## src/design/breakpoint_table_lerp_core_defines.svh

```systemverilog
// Assertion helpers shared by the breakpoint table core
`ifndef BREAKPOINT_TABLE_LERP_CORE_DEFINES_SVH
`define BREAKPOINT_TABLE_LERP_CORE_DEFINES_SVH

// Same-cycle implication, checked outside reset
`define BTL_ASSERT_NOW(label, clk, rst, ante, cons, msg) \
   label: assert property (@(posedge clk) disable iff (rst) (ante) |-> (cons)) \
      else $error(msg);

// Next-cycle implication, checked outside reset
`define BTL_ASSERT_NEXT(label, clk, rst, ante, cons, msg) \
   label: assert property (@(posedge clk) disable iff (rst) (ante) |=> (cons)) \
      else $error(msg);

`endif

```

## src/design/btl_pkg.sv

```systemverilog
`default_nettype none

package btl_pkg;

   // Table geometry and fixed point format
   localparam int TABLE_DEPTH   = 8;
   localparam int FRACTION_BITS = 16;
   localparam int IDX_W         = (TABLE_DEPTH > 2) ? $clog2(TABLE_DEPTH) : 1;

   // Quotient magnitude: |num| < 2^16, shifted by the fraction bits
   localparam int QUO_W  = 16 + FRACTION_BITS;
   localparam int CNT_W  = $clog2(QUO_W);
   // Multiplier takes the quotient in two halves
   localparam int MUL_H  = (QUO_W + 1) / 2;
   localparam int PROD_W = 21 + MUL_H + 1;
   localparam int ACC_W  = 22 + QUO_W;
   localparam int OFF_SHIFT = FRACTION_BITS - 8;

   // Opcodes
   localparam logic OP_QUERY = 1'b0;
   localparam logic OP_WRITE = 1'b1;

   // Result status codes
   localparam logic [1:0] ST_BASE    = 2'd0;
   localparam logic [1:0] ST_EXACT   = 2'd1;
   localparam logic [1:0] ST_INTERP  = 2'd2;
   localparam logic [1:0] ST_BADSPAN = 2'd3;

   // Result source select
   localparam logic [1:0] RES_BASE   = 2'd0;
   localparam logic [1:0] RES_CUR    = 2'd1;
   localparam logic [1:0] RES_INTERP = 2'd2;

   // Multiplier sequence phases
   localparam logic [2:0] MUL_H_LO  = 3'd0;
   localparam logic [2:0] MUL_H_HI  = 3'd1;
   localparam logic [2:0] MUL_O_LO  = 3'd2;
   localparam logic [2:0] MUL_O_HI  = 3'd3;
   localparam logic [2:0] MUL_O_ACC = 3'd4;

   typedef struct packed {
      logic               opcode;
      logic [2:0]         entry_index;
      logic signed [15:0] key;
      logic signed [19:0] entry_height;
      logic signed [15:0] entry_offset;
   } req_type;

   typedef struct packed {
      logic signed [19:0] height_out;
      logic signed [23:0] offset_out;
      logic [1:0]         status;
   } rsp_type;

   // Controller to datapath
   typedef struct packed {
      logic       table_write;
      logic       query_start;
      logic       scan_adv;
      logic       div_start;
      logic       div_step;
      logic       mul_en;
      logic [2:0] mul_phase;
      logic       rnd;
      logic       load_out;
      logic [1:0] res_sel;
      logic [1:0] res_status;
   } cmd_type;

   // Datapath to controller
   typedef struct packed {
      logic key_zero;
      logic cur_term;
      logic cur_eq;
      logic cur_gt;
      logic span_bad;
      logic scan_last;
   } status_type;

endpackage

`default_nettype wire

```

## src/design/breakpoint_table_lerp_core.sv

```systemverilog
// Breakpoint table with piecewise linear interpolation.
// Request channel (req_valid/req_ready/req_payload): a write beat stores one
// breakpoint (key, height, offset) at entry_index and returns nothing; a query
// beat returns exactly one beat on the response channel (rsp_valid/rsp_ready/
// rsp_payload) with height, offset and status.
// Sequence: a write leaves the core ready, so the next beat is taken in the
// next cycle. A query with key zero skips the scan; otherwise the scan visits
// one table entry per cycle, and an interpolating query then runs the
// bit-serial divider, the shared multiplier and a rounding step. One query is
// in flight at a time.
// The result sits in an output register; while it waits, new beats (writes,
// or the next query) are still accepted, and a finished query holds until the
// register is free. A stalled receiver therefore blocks at most one query.
// Reset sets every key to the -1 terminator, heights and offsets to zero,
// and clears the sequencer and response valid.
`default_nettype none

`include "breakpoint_table_lerp_core_defines.svh"

module breakpoint_table_lerp_core (
   input  wire logic              clock,
   input  wire logic              reset,
   input  wire logic              req_valid,
   output logic                   req_ready,
   input  wire btl_pkg::req_type  req_payload,
   output logic                   rsp_valid,
   input  wire logic              rsp_ready,
   output btl_pkg::rsp_type       rsp_payload
);

   btl_pkg::cmd_type    cmd;
   btl_pkg::status_type status;

   btl_ctrl u_ctrl (
      .clock      (clock),
      .reset      (reset),
      .req_valid  (req_valid),
      .req_opcode (req_payload.opcode),
      .req_ready  (req_ready),
      .rsp_valid  (rsp_valid),
      .rsp_ready  (rsp_ready),
      .status     (status),
      .cmd        (cmd)
   );

   btl_datapath u_datapath (
      .clock       (clock),
      .reset       (reset),
      .req_payload (req_payload),
      .cmd         (cmd),
      .status      (status),
      .rsp_payload (rsp_payload)
   );

   // Checks
   `BTL_ASSERT_NOW(a_no_overwrite, clock, reset, cmd.load_out, !rsp_valid || rsp_ready, "result overwritten before it was taken")
   `BTL_ASSERT_NOW(a_div_good_span, clock, reset, cmd.div_start, !status.span_bad && status.cur_gt, "divider started on a bad span")
   `BTL_ASSERT_NOW(a_query_start, clock, reset, cmd.query_start, req_valid && req_ready && req_payload.opcode == btl_pkg::OP_QUERY, "query started without an accepted query beat")
   `BTL_ASSERT_NEXT(a_query_busy, clock, reset, req_valid && req_ready && req_payload.opcode == btl_pkg::OP_QUERY, !req_ready, "ready stayed high after a query")

endmodule

`default_nettype wire

```

## src/design/btl_datapath.sv

```systemverilog
`default_nettype none

module btl_datapath (
   input  wire logic               clock,
   input  wire logic               reset,
   input  wire btl_pkg::req_type   req_payload,
   input  wire btl_pkg::cmd_type   cmd,
   output btl_pkg::status_type     status,
   output btl_pkg::rsp_type        rsp_payload
);

   localparam int DEPTH = btl_pkg::TABLE_DEPTH;
   localparam int IW    = btl_pkg::IDX_W;
   localparam int QW    = btl_pkg::QUO_W;
   localparam int MH    = btl_pkg::MUL_H;
   localparam int PW    = btl_pkg::PROD_W;
   localparam int AW    = btl_pkg::ACC_W;
   localparam int FB    = btl_pkg::FRACTION_BITS;
   localparam int OS    = btl_pkg::OFF_SHIFT;
   localparam logic signed [AW-1:0] HALF_H = AW'(1) <<< (FB - 1);
   localparam logic signed [AW-1:0] HALF_O = (AW'(1) <<< OS) >>> 1;

   function automatic logic signed [19:0] sat20(input logic signed [AW-1:0] v);
      logic ovf;
      ovf = (v[AW-1:19] != {(AW-19){v[AW-1]}});
      if (!ovf) return v[19:0];
      return v[AW-1] ? {1'b1, 19'd0} : {1'b0, {19{1'b1}}};
   endfunction

   function automatic logic signed [23:0] sat24(input logic signed [AW-1:0] v);
      logic ovf;
      ovf = (v[AW-1:23] != {(AW-23){v[AW-1]}});
      if (!ovf) return v[23:0];
      return v[AW-1] ? {1'b1, 23'd0} : {1'b0, {23{1'b1}}};
   endfunction

   // Breakpoint table in flops
   logic signed [15:0] key_ff [DEPTH];
   logic signed [19:0] hgt_ff [DEPTH];
   logic signed [15:0] off_ff [DEPTH];

   // Query context
   logic signed [15:0] qkey_ff;
   logic [IW-1:0]      idx_ff;
   logic signed [15:0] prev_k_ff;
   logic signed [19:0] prev_h_ff;
   logic signed [15:0] prev_o_ff;

   // Divider and multiplier state
   logic [15:0]          rem_ff, rem_in;
   logic [QW-1:0]        quo_ff, quo_in;
   logic [15:0]          den_ff;
   logic                 neg_ff;
   logic signed [20:0]   dh_ff;
   logic signed [16:0]   doff_ff;
   logic signed [PW-1:0] prod_ff, prod_in;
   logic signed [AW-1:0] acc_h_ff, acc_o_ff;
   logic signed [AW-1:0] rnd_h_ff, rnd_o_ff;
   btl_pkg::rsp_type     rsp_ff, rsp_in;

   logic signed [15:0] cur_k;
   logic signed [19:0] cur_h;
   logic signed [15:0] cur_o;
   logic signed [16:0] den;
   logic signed [16:0] num;
   logic [16:0]        num_mag;
   logic [16:0]        shifted;
   logic [17:0]        trial;
   logic signed [20:0] mul_a;
   logic [MH-1:0]      mul_b;
   logic signed [AW-1:0] sum_h, sum_o;

   assign cur_k = key_ff[idx_ff];
   assign cur_h = hgt_ff[idx_ff];
   assign cur_o = off_ff[idx_ff];

   assign den     = 17'(cur_k) - 17'(prev_k_ff);
   assign num     = 17'(qkey_ff) - 17'(prev_k_ff);
   assign num_mag = num[16] ? 17'(-num) : 17'(num);

   // Scan decisions
   always_comb begin
      status.key_zero  = (req_payload.key == 16'sd0);
      status.cur_term  = (cur_k == -16'sd1);
      status.cur_eq    = (cur_k == qkey_ff);
      status.cur_gt    = (cur_k > qkey_ff);
      status.span_bad  = den[16] || (den == 17'sd0);
      status.scan_last = (idx_ff == IW'(DEPTH - 1));
   end

   // Table writes; writes beyond the table are dropped
   always_ff @(posedge clock) begin
      if (reset) begin
         for (int i = 0; i < DEPTH; i++) begin
            key_ff[i] <= -16'sd1;
            hgt_ff[i] <= '0;
            off_ff[i] <= '0;
         end
      end else if (cmd.table_write && (32'(req_payload.entry_index) < DEPTH)) begin
         key_ff[IW'(req_payload.entry_index)] <= req_payload.key;
         hgt_ff[IW'(req_payload.entry_index)] <= req_payload.entry_height;
         off_ff[IW'(req_payload.entry_index)] <= req_payload.entry_offset;
      end
   end

   // Scan position and lower breakpoint
   always_ff @(posedge clock) begin
      if (cmd.query_start) begin
         qkey_ff   <= req_payload.key;
         idx_ff    <= IW'(1);
         prev_k_ff <= key_ff[0];
         prev_h_ff <= hgt_ff[0];
         prev_o_ff <= off_ff[0];
      end else if (cmd.scan_adv) begin
         idx_ff    <= idx_ff + IW'(1);
         prev_k_ff <= cur_k;
         prev_h_ff <= cur_h;
         prev_o_ff <= cur_o;
      end
   end

   // Restoring divider, one quotient bit a cycle
   always_comb begin
      shifted = {rem_ff, quo_ff[QW-1]};
      trial   = {1'b0, shifted} - {2'b00, den_ff};
      rem_in  = rem_ff;
      quo_in  = quo_ff;
      if (cmd.div_start) begin
         rem_in = '0;
         quo_in = {num_mag[15:0], {FB{1'b0}}};
      end else if (cmd.div_step) begin
         if (!trial[17]) begin
            rem_in = trial[15:0];
            quo_in = {quo_ff[QW-2:0], 1'b1};
         end else begin
            rem_in = shifted[15:0];
            quo_in = {quo_ff[QW-2:0], 1'b0};
         end
      end
   end

   always_ff @(posedge clock) begin
      rem_ff <= rem_in;
      quo_ff <= quo_in;
      if (cmd.div_start) begin
         den_ff  <= den[15:0];
         neg_ff  <= num[16];
         dh_ff   <= 21'(cur_h) - 21'(prev_h_ff);
         doff_ff <= 17'(cur_o) - 17'(prev_o_ff);
      end
   end

   // Shared multiplier over the quotient halves
   always_comb begin
      if (cmd.mul_phase == btl_pkg::MUL_H_LO || cmd.mul_phase == btl_pkg::MUL_H_HI) begin
         mul_a = dh_ff;
      end else begin
         mul_a = 21'(doff_ff);
      end
      if (cmd.mul_phase == btl_pkg::MUL_H_LO || cmd.mul_phase == btl_pkg::MUL_O_LO) begin
         mul_b = quo_ff[MH-1:0];
      end else begin
         mul_b = MH'(quo_ff[QW-1:MH]);
      end
      prod_in = PW'(mul_a) * PW'($signed({1'b0, mul_b}));
   end

   always_ff @(posedge clock) begin
      if (cmd.mul_en) begin
         prod_ff <= prod_in;
         case (cmd.mul_phase)
            btl_pkg::MUL_H_HI:  acc_h_ff <= AW'(prod_ff);
            btl_pkg::MUL_O_LO:  acc_h_ff <= acc_h_ff + (AW'(prod_ff) <<< MH);
            btl_pkg::MUL_O_HI:  acc_o_ff <= AW'(prod_ff);
            btl_pkg::MUL_O_ACC: acc_o_ff <= acc_o_ff + (AW'(prod_ff) <<< MH);
            default: ;
         endcase
      end
   end

   // Sign of the quotient and the rounding half in one add
   always_ff @(posedge clock) begin
      if (cmd.rnd) begin
         rnd_h_ff <= neg_ff ? (HALF_H - acc_h_ff) : (acc_h_ff + HALF_H);
         rnd_o_ff <= neg_ff ? (HALF_O - acc_o_ff) : (acc_o_ff + HALF_O);
      end
   end

   assign sum_h = (rnd_h_ff >>> FB) + AW'(prev_h_ff);
   assign sum_o = (rnd_o_ff >>> OS) + (AW'(prev_o_ff) <<< 8);

   // Output register
   always_comb begin
      rsp_in = rsp_ff;
      case (cmd.res_sel)
         btl_pkg::RES_BASE: begin
            rsp_in.height_out = hgt_ff[0];
            rsp_in.offset_out = {off_ff[0], 8'd0};
         end
         btl_pkg::RES_CUR: begin
            rsp_in.height_out = cur_h;
            rsp_in.offset_out = {cur_o, 8'd0};
         end
         btl_pkg::RES_INTERP: begin
            rsp_in.height_out = sat20(sum_h);
            rsp_in.offset_out = sat24(sum_o);
         end
         default: begin
            rsp_in.height_out = hgt_ff[0];
            rsp_in.offset_out = {off_ff[0], 8'd0};
         end
      endcase
      rsp_in.status = cmd.res_status;
   end

   always_ff @(posedge clock) begin
      if (cmd.load_out) begin
         rsp_ff <= rsp_in;
      end
   end

   assign rsp_payload = rsp_ff;

endmodule

`default_nettype wire

```

## src/design/btl_ctrl.sv

```systemverilog
`default_nettype none

module btl_ctrl (
   input  wire logic                 clock,
   input  wire logic                 reset,
   input  wire logic                 req_valid,
   input  wire logic                 req_opcode,
   output logic                      req_ready,
   output logic                      rsp_valid,
   input  wire logic                 rsp_ready,
   input  wire btl_pkg::status_type  status,
   output btl_pkg::cmd_type          cmd
);

   localparam logic [2:0] S_IDLE = 3'd0;
   localparam logic [2:0] S_SCAN = 3'd1;
   localparam logic [2:0] S_DIV  = 3'd2;
   localparam logic [2:0] S_MUL  = 3'd3;
   localparam logic [2:0] S_RND  = 3'd4;
   localparam logic [2:0] S_EMIT = 3'd5;

   localparam int CW = btl_pkg::CNT_W;

   logic [2:0]    state_ff, state_in;
   logic [CW-1:0] cnt_ff, cnt_in;
   logic [1:0]    sel_ff, sel_in;
   logic [1:0]    st_ff, st_in;
   logic          rsp_valid_ff, rsp_valid_in;
   logic          accept;
   logic          slot_free;

   assign req_ready = (state_ff == S_IDLE);
   assign accept    = req_valid && req_ready;
   assign slot_free = !rsp_valid_ff || rsp_ready;
   assign rsp_valid = rsp_valid_ff;

   // Sequencer
   always_comb begin
      state_in     = state_ff;
      cnt_in       = cnt_ff;
      sel_in       = sel_ff;
      st_in        = st_ff;
      rsp_valid_in = rsp_valid_ff && !rsp_ready;
      cmd          = '0;
      cmd.res_sel    = sel_ff;
      cmd.res_status = st_ff;
      cmd.mul_phase  = cnt_ff[2:0];

      case (state_ff)
         S_IDLE: begin
            if (accept) begin
               if (req_opcode == btl_pkg::OP_WRITE) begin
                  cmd.table_write = 1'b1;
               end else begin
                  cmd.query_start = 1'b1;
                  if (status.key_zero) begin
                     sel_in   = btl_pkg::RES_BASE;
                     st_in    = btl_pkg::ST_BASE;
                     state_in = S_EMIT;
                  end else begin
                     state_in = S_SCAN;
                  end
               end
            end
         end
         S_SCAN: begin
            if (status.cur_term) begin
               sel_in   = btl_pkg::RES_BASE;
               st_in    = btl_pkg::ST_BASE;
               state_in = S_EMIT;
            end else if (status.cur_eq) begin
               sel_in   = btl_pkg::RES_CUR;
               st_in    = btl_pkg::ST_EXACT;
               state_in = S_EMIT;
            end else if (status.cur_gt) begin
               if (status.span_bad) begin
                  sel_in   = btl_pkg::RES_CUR;
                  st_in    = btl_pkg::ST_BADSPAN;
                  state_in = S_EMIT;
               end else begin
                  cmd.div_start = 1'b1;
                  sel_in   = btl_pkg::RES_INTERP;
                  st_in    = btl_pkg::ST_INTERP;
                  cnt_in   = '0;
                  state_in = S_DIV;
               end
            end else if (status.scan_last) begin
               sel_in   = btl_pkg::RES_BASE;
               st_in    = btl_pkg::ST_BASE;
               state_in = S_EMIT;
            end else begin
               cmd.scan_adv = 1'b1;
            end
         end
         S_DIV: begin
            cmd.div_step = 1'b1;
            if (cnt_ff == CW'(btl_pkg::QUO_W - 1)) begin
               cnt_in   = '0;
               state_in = S_MUL;
            end else begin
               cnt_in = cnt_ff + CW'(1);
            end
         end
         S_MUL: begin
            cmd.mul_en = 1'b1;
            if (cnt_ff[2:0] == btl_pkg::MUL_O_ACC) begin
               cnt_in   = '0;
               state_in = S_RND;
            end else begin
               cnt_in = cnt_ff + CW'(1);
            end
         end
         S_RND: begin
            cmd.rnd  = 1'b1;
            state_in = S_EMIT;
         end
         S_EMIT: begin
            // wait for the output register to free up
            if (slot_free) begin
               cmd.load_out = 1'b1;
               rsp_valid_in = 1'b1;
               state_in     = S_IDLE;
            end
         end
         default: begin
            state_in = S_IDLE;
         end
      endcase
   end

   always_ff @(posedge clock) begin
      if (reset) begin
         state_ff     <= S_IDLE;
         cnt_ff       <= '0;
         rsp_valid_ff <= 1'b0;
      end else begin
         state_ff     <= state_in;
         cnt_ff       <= cnt_in;
         rsp_valid_ff <= rsp_valid_in;
      end
   end

   always_ff @(posedge clock) begin
      sel_ff <= sel_in;
      st_ff  <= st_in;
   end

endmodule

`default_nettype wire
```

## config.mk

```make
export PLATFORM = sky130hd
export DESIGN_NAME = breakpoint_table_lerp_core
export DESIGN_NICKNAME = d
export VERILOG_FILES = /design/src/design/btl_pkg.sv /design/src/design/breakpoint_table_lerp_core.sv /design/src/design/btl_datapath.sv /design/src/design/btl_ctrl.sv
export VERILOG_INCLUDE_DIRS = /design/src /design/src/design
export SDC_FILE = /design/constraint.sdc
export NUM_CORES = 2
export LEC_CHECK = 0
export BUFFER_PORTS_ARGS = -buffer_cell sky130_fd_sc_hd__buf_2
export CAP_MARGIN = 20
export CELL_PAD_IN_SITES_DETAIL_PLACEMENT = 1
export CELL_PAD_IN_SITES_GLOBAL_PLACEMENT = 2
export CORE_MARGIN = 2
export CORE_UTILIZATION = 43
export DETAILED_ROUTE_END_ITERATION = 8
export PLACE_DENSITY_LB_ADDON = 0.08
export SYNTH_ARGS = -nofsm -noshare
export SYNTH_HDL_FRONTEND = slang
export SYNTH_SLANG_ARGS = --single-unit
```

## constraint.sdc

```tcl
create_clock -name clock -period 11 [get_ports clock]
set_input_delay 1.1 -clock clock [delete_from_list [all_inputs] [get_ports clock]]
set_output_delay 1.1 -clock clock [all_outputs]
set_load 0.02 [all_outputs]
```

==> flow_summary.toml <==
[run_status]
status = "finished clean"

[clock_network]
cts-root-buf = "clkbuf_16"
post-cts-setup-buffers = 0
cts-resized-gates = 0
clock_latency_ps = 750
clock-sinks = 881
clockBufferDepth = 3
cts_hold_buf = 0
clk_pin_slew_ps = 60
ctsHtreeMaxLevel = 3
cts_tree = "done"
numCtsBuffers = 103

[setup_path]
r2r_cells = 27
reg2reg_to = "u_datapath.prod_ff[36]"
endpoint_kind = "flip-flop"
criticalPathCategory = "flip-flop to flip-flop"
crit_arrival_ps = 9440
ff2ff_setup_slack_ps = 1970
r2r-start = "u_ctrl.cnt_ff[1]"
worstPathMaxFanout = 25
required_ps = 11410
startpoint_type = "flip-flop"

[finish]
fillCellCount = 16100
seq_area_mm2 = 0.0260
layout-drive-gt1-share_pct = 9.37
area_delta_synth_final_pct = 9.87
layout_commonest_cell = "edfxtp_1"
instances_no_fill = 8238
num-nets-final = 6981
multi_input_area_mm2 = 0.0349
final_cell_mix = "834 x edfxtp_1, 669 x inv_1, 611 x nand2_1, 418 x nor2_1, 361 x ha_1"

[floorplanning]
die-area_mm2 = 0.152
rows = 141
start_util_pct = 43.4
die_h_um = 390
num_io_pins = 108
core-area_mm2 = 0.148
die-width_um = 390

[hold_path]
whs_path_depth = 0
hold_class = "flip-flop to flip-flop"
worstHoldStart = "u_ctrl.st_ff[1]"
holdPathEnd = "u_datapath.rsp_payload[1]"

[logic_synthesis]
ys_ff_latch = 881
synth.largest_area_cell = "edfxtp_1"
synth_nets = 6927
synth_top_area_share_pct = 39.0
synth_enable_flop_cells = 834
synth_area_mm2 = 0.0642
yosysSeqAreaShare_pct = 40.5
ys_async_sr_fraction_pct = 0
syn_area_per_cell_um2 = 10.4
ys_warn_count = 0
synthCells = 6161
netlist_top_cells_area = "edfxtp_1 39%, fa_1 11%, ha_1 7.1%"
synth-main-ff-cell = "edfxtp_1"
synth_cell_types = 105

[place]
io_buffers = 107
place_inst = 8037
dp_hpwl_um = 153000
gp_congestion = 0.877
dp_slack_ps = 1650

[grt]
grt_start_max_net_pins = 82
overflow = 0
grt_pass1_vias = 48600
antenna_found_initial = 5
track_usage_pct = 26.1
grt_pass1_wl_um = 303000

[route]
ant_nets = 0
drt-total-wl_um = 199000
wl_per_cell_um = 24.2
num_vias = 46400
avgViaCountPerCell = 5.63
drc = 0
dr.pass1.iters = 5
drtIter0Drc = 2818

[sta]
rsz0062_at_grt = "no"
clock.fmax_ghz = 0.111
tightestPinTransition_ps = 1180
setup_slack_ps = 1970
fin_crit_ps = 9030
drv_slew = 0
clock_skew_ps = 91.6
max_slew_margin_pct = 19.2
finalSetupTns_ps = 0
period_share_pct = 82.1
finalHoldViolations = 0
finalSetupViolations = 0

[pwr]
powerDensity_mw_per_mm2 = 152
peakVddDrop_mv = 0.132
p_leak_nw = 28.7

[flow_run]
cap_violations = 0
==> stage by stage <==
step | area [um^2] | power (mW) | utilization, % | hold WS (ps)
finish | 70600 | 10.8 | 47.7 | 477
global route | 70600 | 11.3 | 47.7 | 481
CTS | 70500 | 10.9 | 47.6 | 477
detailed placement | 67000 | 7.25 | 45.2 | 450
global placement | 66900 | 7.17 | 45.2 | 441
floorplan | 64200 | 6.26 | - | 400
==> state kept, by name, indices dropped and copies added (netlist names), 3 cells and up, named ones only <==
| signal | cells |
|---|---|
| u_datapath.hgt_ff | 160 |
| u_datapath.key_ff | 128 |
| u_datapath.off_ff | 128 |
| u_datapath.acc_h_ff | 54 |
| u_datapath.acc_o_ff | 54 |
| u_datapath.rnd_o_ff | 46 |
| u_datapath.rsp_payload | 46 |
| u_datapath.prod_ff | 38 |
| u_datapath.rnd_h_ff | 38 |
| u_datapath.quo_ff | 32 |
| u_datapath.dh_ff | 21 |
| u_datapath.prev_h_ff | 20 |
| u_datapath.doff_ff | 17 |
| u_datapath.den_ff | 16 |
| u_datapath.prev_k_ff | 16 |
| u_datapath.prev_o_ff | 16 |
| u_datapath.qkey_ff | 16 |
| u_datapath.rem_ff | 16 |
| u_ctrl.cnt_ff | 5 |
| u_ctrl.state_ff | 3 |
| u_datapath.idx_ff | 3 |
==> report_power, final <==
| group | internal (mW) | total (mW) | switching [mW] |
|---|---|---|---|
| combinational | 1.20 | 3.16 | 1.96 |
| sequential | 3.89 | 4.00 | 0.112 |
| clock | 2.08 | 3.60 | 1.52 |
==> Yosys cell counts, types with 18 or more instances <==
library cell,count
and2_1,344
fa_1,344
a211oi_1,28
nor2_1,426
nor3_1,95
ha_1,362
mux2i_1,78
o211ai_1,21
and3_1,37
nor2b_1,42
nor4_1,31
or4_1,18
nand2b_1,76
a211o_1,22
dfxtp_1,47
xnor2_1,175
mux4_2,104
or2_2,31
nand2_1,614
inv_1,669
clkbuf_1,190
mux2_2,36
a21o_1,102
o21a_1,41
a31oi_1,58
xor2_1,132
o21bai_1,27
o31ai_1,35
nand4_1,41
or3_1,140
buf_1,26
o21ai_0,276
a21oi_1,298
edfxtp_1,834
nand3_1,84
a21boi_0,25
==> critical path, stage by stage (launching register included) <==
cell and delay (ps):
dfxtp_1 480, inv_1 110, ha_1 310, o21ai_4 820
mux2_2 680, nand2_1 160, fa_1 560, inv_1 60
fa_1 530, fa_1 460, fa_1 550, fa_1 560
inv_1 60, fa_1 550, inv_1 50, ha_1 360
a21o_1 190, a21oi_1 160, nor2b_1 60, o21ai_0 150
o21ai_0 100, nor2_1 90, o31a_1 160, o21ai_0 130
o41ai_1 650, o21ai_0 240, a311oi_1 390, xnor2_1 110
==> worst max path at each step <==
stage                     slack [ps]                endpoint        startpoint
after floorplan                 2780  u_datapath.prod_ff[33]  u_ctrl.cnt_ff[0]
after global placement          1820  u_datapath.prod_ff[36]  u_ctrl.cnt_ff[1]
after detailed placement        1650  u_datapath.prod_ff[36]  u_ctrl.cnt_ff[1]
after CTS                       1640  u_datapath.prod_ff[36]  u_ctrl.cnt_ff[1]
after global routing            1430  u_datapath.prod_ff[37]  u_ctrl.cnt_ff[1]
final                           1970  u_datapath.prod_ff[36]  u_ctrl.cnt_ff[1]
==> final cells by class <==
| cell class | count | share of cell area (%) |
|---|---|---|
| Tap cell | 1930 | 3.42 |
| Multi-Input combinational cell | 4375 | 49.5 |
| Antenna cell | 2 | 0.00709 |
| Sequential cell | 881 | 36.8 |
| Timing Repair Buffer | 182 | 1.62 |
| Clock inverter | 79 | 1.28 |
| Inverter | 672 | 3.57 |
| Clock buffer | 117 | 3.76 |
==> kinds of logic (layout without fill, tap and decap cells) <==
family | Yosys count | after routing | synth area share [%]
multiplexers | 219 | 219 | 5.51
AO/OA/AOI/OAI | 1102 | 1102 | 10.9
XOR/XNOR | 308 | 308 | 4.22
adder cells (fa/ha/maj) | 706 | 706 | 17.8
other | 0 | 2 | 0
flip-flops | 881 | 881 | 40.5
AND/OR/NAND/NOR | 2040 | 2040 | 15.8
buffers and inverters | 905 | 1050 | 5.37
==> routing by layer <==
metal / track usage [%] / share of wire (%) / routed length, um / vias to the layer above
li1: - / - / - / 21700
met1: 37.1 / 47 / 93100 / 23500
met2: 41.3 / 45 / 90500 / 919
met3: 3.83 / 4.7 / 9370 / 258
met4: 7.79 / 3.1 / 6140 / 2
met5: 0 / 0.0080 / 16 / -
Power figures use the tool's default switching activity.
